File: src/aat_pkg.sv
// Shared constants and types for the affine box transform pipeline.
`timescale 1ns / 1ps
`default_nettype none

package aat_pkg;

    localparam int COORD_WIDTH_DEF     = 32;
    localparam int COEFF_WIDTH_DEF     = 16;
    localparam int COEFF_FRAC_BITS_DEF = 12;

    localparam int NUM_AXES   = 3;
    localparam int NUM_STAGES = 5;
    localparam int CFG_IDX_W  = 3;

    // stage positions within the datapath
    localparam int STG_MUL = 0;
    localparam int STG_SEL = 1;
    localparam int STG_ADD = 2;
    localparam int STG_SUM = 3;
    localparam int STG_SAT = 4;

    typedef logic [NUM_STAGES-1:0] t_stage_en;

    typedef enum logic [CFG_IDX_W-1:0] {
        CFG_ROW_X   = 3'd0,
        CFG_ROW_Y   = 3'd1,
        CFG_ROW_Z   = 3'd2,
        CFG_SHIFT_X = 3'd3,
        CFG_SHIFT_Y = 3'd4,
        CFG_SHIFT_Z = 3'd5
    } t_cfg_idx;

endpackage

`default_nettype wire

File: src/aat_cfg_regs.sv
// Configuration registers: matrix rows and translation.
`timescale 1ns / 1ps
`default_nettype none

module aat_cfg_regs #(
    parameter int COORD_WIDTH     = aat_pkg::COORD_WIDTH_DEF,
    parameter int COEFF_WIDTH     = aat_pkg::COEFF_WIDTH_DEF,
    parameter int COEFF_FRAC_BITS = aat_pkg::COEFF_FRAC_BITS_DEF,
    localparam int ROW_W      = 3 * COEFF_WIDTH,
    localparam int CFG_DATA_W = (ROW_W > COORD_WIDTH) ? ROW_W : COORD_WIDTH
) (
    input  logic                          i_clk,
    input  logic                          i_rst_n,
    input  logic                          i_cfg_we,
    input  logic [aat_pkg::CFG_IDX_W-1:0] i_cfg_idx,
    input  logic [CFG_DATA_W-1:0]         i_cfg_data,
    output logic [ROW_W-1:0]              o_row   [aat_pkg::NUM_AXES],
    output logic signed [COORD_WIDTH-1:0] o_shift [aat_pkg::NUM_AXES]
);
    import aat_pkg::*;

    logic [ROW_W-1:0]              r_row   [NUM_AXES];
    logic signed [COORD_WIDTH-1:0] r_shift [NUM_AXES];

    always_ff @(posedge i_clk) begin
        if (!i_rst_n) begin
            for (int a = 0; a < NUM_AXES; a++) begin
                r_row[a]   <= ROW_W'(1) << (a * COEFF_WIDTH + COEFF_FRAC_BITS);
                r_shift[a] <= '0;
            end
        end else if (i_cfg_we) begin
            case (t_cfg_idx'(i_cfg_idx))
                CFG_ROW_X:   r_row[0]   <= i_cfg_data[ROW_W-1:0];
                CFG_ROW_Y:   r_row[1]   <= i_cfg_data[ROW_W-1:0];
                CFG_ROW_Z:   r_row[2]   <= i_cfg_data[ROW_W-1:0];
                CFG_SHIFT_X: r_shift[0] <= $signed(i_cfg_data[COORD_WIDTH-1:0]);
                CFG_SHIFT_Y: r_shift[1] <= $signed(i_cfg_data[COORD_WIDTH-1:0]);
                CFG_SHIFT_Z: r_shift[2] <= $signed(i_cfg_data[COORD_WIDTH-1:0]);
                default: ;
            endcase
        end
    end

    assign o_row   = r_row;
    assign o_shift = r_shift;

endmodule

`default_nettype wire

File: config.mk
export PLATFORM = sky130hd
export DESIGN_NAME = aat_cfg_regs
export DESIGN_NICKNAME = d
export VERILOG_FILES = /design/src/aat_pkg.sv /design/src/aat_cfg_regs.sv
export SDC_FILE = /design/constraint.sdc
export NUM_CORES = 1
export LEC_CHECK = 0
export ABC_CLOCK_PERIOD_IN_PS = 2000
export BUFFER_PORTS_ARGS = -buffer_cell sky130_fd_sc_hd__clkbuf_2
export CAP_MARGIN = 25
export CORE_MARGIN = 4
export CORE_UTILIZATION = 30
export DETAILED_ROUTE_END_ITERATION = 12
export PLACE_DENSITY = 0.55
export SETUP_SLACK_MARGIN = 0.2
export SLEW_MARGIN = 15
export SYNTH_ARGS = -nofsm -noshare
export SYNTH_HDL_FRONTEND = slang
export SYNTH_SLANG_ARGS = --single-unit
File: constraint.sdc
create_clock -name i_clk -period 2 [get_ports i_clk]
set_clock_uncertainty 0.15 [all_clocks]
set_input_delay 0.4 -clock i_clk [delete_from_list [all_inputs] [get_ports i_clk]]
set_output_delay 0.4 -clock i_clk [all_outputs]
set_load 0.1 [all_outputs]
==> insert_results.sql, run 1 <==
INSERT INTO impl_metrics (metric_group, metric, value, unit) VALUES
('cells_and_area', 'layout.cells.most_common_list', 'sky130_fd_sc_hd__nand2_1 (285), sky130_fd_sc_hd__mux2i_1 (240), sky130_fd_sc_hd__dfxtp_1 (240)', ''),
('logic_synthesis', 'syn_area_per_cell', '10.4', 'sq um'),
('sta', 'worst_slew_margin_rel', '73.3', '%'),
('placement', 'place.port_buffers', '293', ''),
('detailed_routing', 'route.detailed.vias_per_inst', '4.46', ''),
('sta', 'final-max-slew-violation-count', '0', ''),
('logic_synthesis', 'yosys_warnings', '0', ''),
('setup_path', 'r2r_setup_slack', '1.19', 'ns'),
('clock_tree', 'cts_max_level', '1', ''),
('detailed_routing', 'antenna_left', '0', ''),
('setup_path', 'crit_path_max_incr_delay', '0.35', 'ns'),
('floorplan', 'chipWidth', '178', 'um'),
('cells_and_area', 'area_growth_syn_to_layout', '43.3', '%'),
('detailed_routing', 'remaining_drc_errors', '0', ''),
('sta', 'finalCriticalPeriod', '1.76', 'ns'),
('clock_tree', 'clk_pin_slew_worst_paths', '0.06', 'ns'),
('worst_hold_path', 'hold_depth', '3', ''),
('outcome', 'status', 'finished clean', ''),
('cells_and_area', 'post_route_cells_drive_above_1_share', '32.1', '%'),
('sta', 'worst_slew_pin_slew', '0.399', 'ns'),
('global_route', 'grt_first_pass_wirelength', '40000', 'um'),
('setup_path', 'cp_slowest_cell', 'sky130_fd_sc_hd__dfxtp_1', ''),
('worst_hold_path', 'worst_hold_path_type', 'input port to flip-flop', ''),
('setup_path', 'timing.critical_path.cells', 'clkbuf_4', ''),
('logic_synthesis', 'synth_nets', '892', ''),
('power', 'p_per_area', '898', 'nW/um^2'),
('sta', 'finalSetupViolCount', '0', ''),
('worst_hold_path', 'holdCritStartpoint', 'i_cfg_data[41]', ''),
('detailed_routing', 'drt-initial-drc-count', '215', ''),
('logic_synthesis', 'netlist_cell_types', '13', ''),
('floorplan', 'top_level_ports', '294', ''),
('setup_path', 'critical_register_to_register_path_endpoint', 'o_shift[78]', ''),
('placement', 'hpwl', '18500', 'um'),
('sta', 'max_freq', '0.569', 'GHz'),
('setup_path', 'crit_type', 'flip-flop to output pin', ''),
('setup_path', 'cp_num_buf_inv', '1', ''),
('setup_path', 'crit_cells', '1', ''),
('clock_tree', 'clock-sinks', '240', ''),
('floorplan', 'y_dimension_of_the_die', '178', 'um'),
('detailed_routing', 'drt_pre_antenna_iters', '4', ''),
('sta', 'report.final.hold_viol_count', '0', ''),
('clock_tree', 'cts_buffers', '26', ''),
('cells_and_area', 'layout.cells.most_common', 'sky130_fd_sc_hd__nand2_1', ''),
('setup_path', 'reg2reg_depth', '2', ''),
('logic_synthesis', 'synthCells', '838', ''),
('global_route', 'grt_max_degree', '45', ''),
('setup_path', 'setup.worst_path.end_class', 'output pin', ''),
('floorplan', 'placementRows', '61', ''),
('global_route', 'grt_antenna_before_repair', '0', ''),
('clock_tree', 'insertion_delay', '0.52', 'ns'),
('sta', 'rsz0062_at_grt', 'false', ''),
('worst_hold_path', 'min_to', 'o_row[41]', ''),
('sta', 'final.setup.tns', '0', 'ns'),
('global_route', 'first_global_vias', '6848', ''),
('sta', 'finalCritPeriodShare', '87.8', '%'),
('setup_path', 'timing.critical_path.fanout_max', '2', ''),
('cells_and_area', 'nNetsFinal', '1197', ''),
('setup_path', 'worst_r2r_startpoint', 'o_shift[78]', ''),
('power', 'power.static_leakage', '6.23', 'nW'),
('run', 'max_cap_viol_count', '0', ''),
('setup_path', 'cp.required', '1.45', 'ns'),
('clock_tree', 'postCtsSetupRepairBufs', '0', ''),
('clock_tree', 'cts.root.buffer_cell', 'sky130_fd_sc_hd__clkbuf_16', ''),
('global_route', 'gr-usage-all-layers', '15.8', '%'),
('floorplan', 'core', '28200', 'sq um'),
('logic_synthesis', 'seq_area_frac_synth', '55.4', '%'),
('setup_path', 'timing.critical_path.arrival', '1.21', 'ns'),
('floorplan', 'fp.dieArea', '31700', 'sq um'),
('logic_synthesis', 'ys_seq_elements', '240', ''),
('logic_synthesis', 'syn-cell-area', '8680', 'sq um'),
('clock_tree', 'clock_tree_from_tritoncts', 'built', ''),
('detailed_routing', 'wl_per_cell', '16.9', 'um'),
('cells_and_area', 'antenna_cells', '0', ''),
('setup_path', 'cp_delay_by_family_top', 'flip-flops', ''),
('floorplan', 'initial_utilization', '30.8', '%'),
('global_route', 'grt_overflow_total', '0', ''),
('placement', 'gp_congestion', '0.781', ''),
('detailed_routing', 'routed_wl', '26100', 'um'),
('clock_tree', 'cts-root-to-sink-buffers', '3', ''),
('power', 'ir_drop', '0.000495', 'V'),
('detailed_routing', 'via_count_of_the_routed_design', '6869', ''),
('setup_path', 'setup.worst_path.start_class', 'flip-flop', ''),
('power', 'power.total', '0.0112', 'W');
==> registers in the layout (all words and copies together) (netlist names) <==
name	cells
o_shift	96
o_row	144
==> report_power, final <==
group / internal [W] / switching (W) / leakage, nW
registers: 0.00489 / 0.0000575 / 1.94
logic: 0.000360 / 0.00114 / 3.87
clock network: 0.00283 / 0.00188 / 0.421
==> stage by stage <==
stage               std cells  cell area, sq um  utilization (%)  setup slack (ns)  hold slack [ns]
global placement         1485             10900             38.6             0.243            0.292
floorplan                 838              8680                -             0.355            0.410
detailed placement       1485             10900             38.6             0.181            0.298
global route             1539             12400             44.1             0.200          0.00721
finish                   1539             12400             44.1             0.243           0.0243
CTS                      1539             12400             44.1             0.177         0.000446
==> per-layer routing <==
metal | vias to the layer above | global-route usage (%) | share of wire, %
met3 | 42 | 3.84 | 6.6
met2 | 187 | 26.8 | 48
met4 | 0 | 4.22 | 2.2
met5 | - | 0 | 0
met1 | 3250 | 20.2 | 44
li1 | 3390 | - | -
==> cell families after synthesis <==
group	synth area share, %
flops	55.4
mux	27.7
buf+inv	3.29
simple gates	13.6
==> worst max path at each step <==
stage / start / end / slack, ns
2_1_floorplan: i_cfg_idx[0] / o_row[111] / 0.35
3_3_place_gp: i_cfg_we / o_row[94] / 0.24
3_5_place_dp: i_cfg_we / o_row[76] / 0.18
4_1_cts: o_row[127] / o_row[127] / 0.18
5_1_grt: o_shift[83] / o_shift[83] / 0.20
6_report: o_row[18] / o_row[18] / 0.24
==> synth_stat cells (all sizes together) <==
cell	instances	share of area [%]
nand4b	2	0.20
dfxtp	240	55
buf	29	1.9
mux2i	240	28
nor2b	6	0.43
clkbuf	31	1.3
nor4b	1	0.17
nor4bb	1	0.12
nand2	285	12
nand4bb	3	0.39
==> area by class of cell <==
type                    instances  area (sq um)
flip-flops and latches        240          4800
fillers                      2748         15700
multi-input cells             538          3660
clock inverters                 2          13.8
well taps                     378           473
repair buffers                337          2640
clock buffers                  44           840
==> timing repair <==
action                                  in CTS  in global routing
resized for setup                          244                 60
pin swaps                                    0                  0
endpoints found under the hold margin       19                  0
hold buffers                                 8                  0
endpoints found under the setup margin     240                 60
Power figures use the tool's default switching activity.
==> run 2, diff against run 1 <==
--- a/config.mk
+++ b/config.mk
@@ -5,6 +5,7 @@
 export SDC_FILE = /design/constraint.sdc
 export NUM_CORES = 1
 export LEC_CHECK = 0
+export ABC_AREA = 1
 export ABC_CLOCK_PERIOD_IN_PS = 2000
 export BUFFER_PORTS_ARGS = -buffer_cell sky130_fd_sc_hd__clkbuf_2
 export CAP_MARGIN = 25
==> run 2 against run 1 <==
Effect of this change:
- power up 13%
- via count increased by 37%
- first-iteration DRC count increased to 2.7 times the previous value
- sequential share of layout area fell by 2.3 points
- die area is 8.5% higher
- clock power rose by 7.4%
- cell count up 33%
- critical path type unchanged
- highest routed layer is now met5
- worst setup slack lost 0.016 ns
- combinational power grew 62%
==> insert_results.sql, run 2 <==
INSERT INTO impl_metrics (metric_group, metric, value, unit) VALUES
('outcome', 'status', 'finished clean', ''),
('setup_path', 'reg2reg_depth', '3', ''),
('setup_path', 'setup.worst_path.start_class', 'flip-flop', ''),
('detailed_routing', 'drt-initial-drc-count', '572', ''),
('sta', 'report.final.hold_viol_count', '0', ''),
('power', 'power_frac_comb', '19.5', '%'),
('power', 'intPower', '0.00856', 'W'),
('worst_hold_path', 'worst_hold_path_type', 'input port to flip-flop', ''),
('setup_path', 'cp_num_buf_inv', '1', ''),
('cells_and_area', 'layout.cells.most_common', 'sky130_fd_sc_hd__nor2_1', ''),
('sta', 'worst_slew_pin_slew', '0.392', 'ns'),
('logic_synthesis', 'synth_nets', '1424', ''),
('setup_path', 'worst_r2r_startpoint', 'o_row[44]', ''),
('logic_synthesis', 'number_of_enable_flip_flop_cells_after_synthesis', '0', ''),
('detailed_routing', 'remaining_drc_errors', '0', ''),
('floorplan', 'core', '30800', 'sq um'),
('setup_path', 'crit_path_max_incr_delay', '0.38', 'ns'),
('placement', 'hpwl', '22100', 'um'),
('logic_synthesis', 'yosysTopAreaCell', 'sky130_fd_sc_hd__dfxtp_1', ''),
('setup_path', 'r2r_setup_slack', '0.75', 'ns'),
('cells_and_area', 'nNetsFinal', '1682', ''),
('clock_tree', 'postCtsSetupRepairBufs', '0', ''),
('setup_path', 'setup.worst_path.end_class', 'output pin', ''),
('cells_and_area', 'area_growth_syn_to_layout', '40.0', '%'),
('floorplan', 'fp.dieArea', '34400', 'sq um'),
('worst_hold_path', 'min_to', 'o_row[143]', ''),
('placement', 'place.port_buffers', '293', ''),
('global_route', 'grt_first_pass_wirelength', '51600', 'um'),
('setup_path', 'timing.critical_path.fanout_max', '2', ''),
('logic_synthesis', 'synth.top_cells.by_area', 'sky130_fd_sc_hd__dfxtp_1 (51%), sky130_fd_sc_hd__nor2_1 (19%), sky130_fd_sc_hd__nand3_1 (13%)', ''),
('power', 'clock_power_share', '40.3', '%'),
('worst_hold_path', 'holdCritStartpoint', 'i_cfg_data[47]', ''),
('logic_synthesis', 'syn-cell-area', '9450', 'sq um'),
('floorplan', 'top_level_ports', '294', ''),
('detailed_routing', 'route.detailed.vias_per_inst', '4.59', ''),
('global_route', 'grt_antenna_before_repair', '1', ''),
('clock_tree', 'cts_buffers', '28', ''),
('clock_tree', 'insertion_delay', '0.54', 'ns'),
('setup_path', 'critical_register_to_register_path_endpoint', 'o_row[44]', ''),
('sta', 'worst_slew_margin_rel', '73.8', '%'),
('sta', 'finalCritPeriodShare', '88.6', '%'),
('logic_synthesis', 'netlist_cell_types', '12', ''),
('global_route', 'grt_overflow_total', '0', ''),
('sta', 'max_freq', '0.564', 'GHz'),
('cells_and_area', 'final_core_utilization', '42.9', '%'),
('cells_and_area', 'layout.cells.most_common_list', 'sky130_fd_sc_hd__nor2_1 (474), sky130_fd_sc_hd__nand2_1 (252), sky130_fd_sc_hd__nand3_1 (240), sky130_fd_sc_hd__dfxtp_1 (240)', ''),
('setup_path', 'cp_slowest_cell', 'sky130_fd_sc_hd__dfxtp_1', ''),
('cells_and_area', 'largest_register_ff_count', '144', ''),
('sta', 'final-max-slew-violation-count', '0', ''),
('logic_synthesis', 'synthCells', '1370', ''),
('detailed_routing', 'drt_pre_antenna_iters', '7', ''),
('power', 'p_per_area', '949', 'nW/um^2'),
('logic_synthesis', 'ys_seq_elements', '240', ''),
('power', 'power_frac_seq', '40.2', '%'),
('logic_synthesis', 'post-synth-top-area-fraction', '50.8', '%'),
('global_route', 'grt_max_degree', '87', ''),
('logic_synthesis', 'yosys_warnings', '0', ''),
('detailed_routing', 'routed_wl', '33500', 'um'),
('setup_path', 'crit_type', 'flip-flop to output pin', ''),
('worst_hold_path', 'hold_depth', '5', ''),
('detailed_routing', 'wl_per_cell', '16.4', 'um'),
('clock_tree', 'cts_max_level', '1', ''),
('global_route', 'gr-usage-all-layers', '18.8', '%'),
('floorplan', 'chipWidth', '185', 'um'),
('floorplan', 'y_dimension_of_the_die', '185', 'um'),
('cells_and_area', 'post_route_cells_drive_above_1_share', '22.7', '%'),
('power', 'net_switching_component_of_the_power', '0.00400', 'W'),
('setup_path', 'timing.critical_path.cells', 'buf_4', ''),
('cells_and_area', 'antenna_cells', '0', ''),
('setup_path', 'cp.required', '1.45', 'ns'),
('power', 'switching_share', '31.8', '%'),
('run', 'max_cap_viol_count', '0', ''),
('detailed_routing', 'via_count_of_the_routed_design', '9394', ''),
('power', 'power.static_leakage', '6.08', 'nW'),
('global_route', 'first_global_vias', '8933', ''),
('floorplan', 'initial_utilization', '30.7', '%'),
('sta', 'rsz0062_at_grt', 'true', ''),
('logic_synthesis', 'seq_area_frac_synth', '50.8', '%'),
('logic_synthesis', 'synth_ff_type', 'sky130_fd_sc_hd__dfxtp_1', ''),
('floorplan', 'placementRows', '64', ''),
('clock_tree', 'cts.root.buffer_cell', 'sky130_fd_sc_hd__clkbuf_16', ''),
('power', 'ir_drop', '0.000619', 'V'),
('clock_tree', 'clock_tree_from_tritoncts', 'built', ''),
('logic_synthesis', 'yosys-top-cells-count', 'sky130_fd_sc_hd__nor2_1 (481), sky130_fd_sc_hd__nand2_1 (252), sky130_fd_sc_hd__dfxtp_1 (240), sky130_fd_sc_hd__nand3_1 (240), sky130_fd_sc_hd__buf_2 (51)', ''),
('logic_synthesis', 'syn_area_per_cell', '6.90', 'sq um'),
('clock_tree', 'clk_pin_slew_worst_paths', '0.06', 'ns'),
('detailed_routing', 'antenna_left', '0', ''),
('placement', 'gp_congestion', '0.806', ''),
('setup_path', 'timing.critical_path.arrival', '1.22', 'ns'),
('logic_synthesis', 'synthMostInstantiatedCell', 'sky130_fd_sc_hd__nor2_1', ''),
('setup_path', 'cp_delay_by_family_top', 'flip-flops', ''),
('clock_tree', 'clock-sinks', '240', ''),
('sta', 'finalCriticalPeriod', '1.77', 'ns'),
('sta', 'finalSetupViolCount', '0', ''),
('logic_synthesis', 'async_flop_share', '0', '%'),
('sta', 'final.setup.tns', '0', 'ns'),
('clock_tree', 'cts-root-to-sink-buffers', '3', '');
==> run 2: cell types whose count changed in the layout (fill, tap and decap cells not counted), sizes merged, moves of 37 or more <==
cell | previous run | this run
buf | 96 | 133
clkbuf | 277 | 238
inv | 0 | 54
mux2i | 240 | 0
nand3 | 0 | 240
nor2 | 0 | 484
==> run 2: cells by family after synthesis <==
logic type / synth area share [%]
DFF: 50.8
buffers and inverters: 7.15
and+or+nand+nor: 42.0
==> run 2: final cells by class <==
class / count / area [sq um]
tap: 396 / 495
inverter: 54 / 203
clock inverter: 2 / 35.0
fill: 3148 / 17600
sequential: 240 / 4800
clock buffer: 49 / 881
timing repair buffer: 328 / 2780
multi-input combinational: 976 / 4030
==> run 2: how the worst max path moves through the flow <==
stage | startpoint | endpoint | cells after the start
after floorplan | o_row[0] | o_row[0] | 0
after global placement | i_cfg_we | o_row[105] | 7
after detailed placement | i_cfg_idx[2] | o_row[115] | 7
after CTS | o_shift[29] | o_shift[29] | 1
after global routing | o_shift[29] | o_shift[29] | 1
final | o_shift[29] | o_shift[29] | 1
==> run 2: power by group through the flow <==
stage                     Sequential, W  Combinational (W)  Clock, W
after detailed placement        0.00515            0.00234         0
after global routing            0.00507            0.00259   0.00539
after CTS                       0.00505            0.00245   0.00518
after floorplan                 0.00633           0.000624         0
final                           0.00505            0.00245   0.00506
after global placement          0.00515            0.00233         0
==> run 2: what timing repair did <==
action	4_1_cts	5_1_grt
endpoints found under the hold margin	8	0
gates cloned	0	0
setup endpoints to repair	240	103
resized for setup	266	103
hold buffers	6	0
==> run 2: routing by layer <==
metal | GRT usage (%) | share of wire [%] | wire length, um
met1 | 25.0 | 44 | 14700
met2 | 30.6 | 46 | 15300
met3 | 5.14 | 7.9 | 2650
met4 | 4.11 | 2.2 | 734
met5 | 0 | 0.039 | 13
==> run 2: metrics by stage <==
step           hold WS (ns)  area (sq um)  power [W]  cells  setup slack (ns)
5_1_grt              0.0755         13200     0.0130   2045             0.186
3_5_place_dp          0.317         11500    0.00749   1988             0.304
4_1_cts              0.0397         13200     0.0127   2045             0.168
3_3_place_gp          0.301         11500    0.00748   1988             0.294
2_1_floorplan         0.363          9450    0.00696   1370             0.525
6_report             0.0558         13200     0.0126   2045             0.227
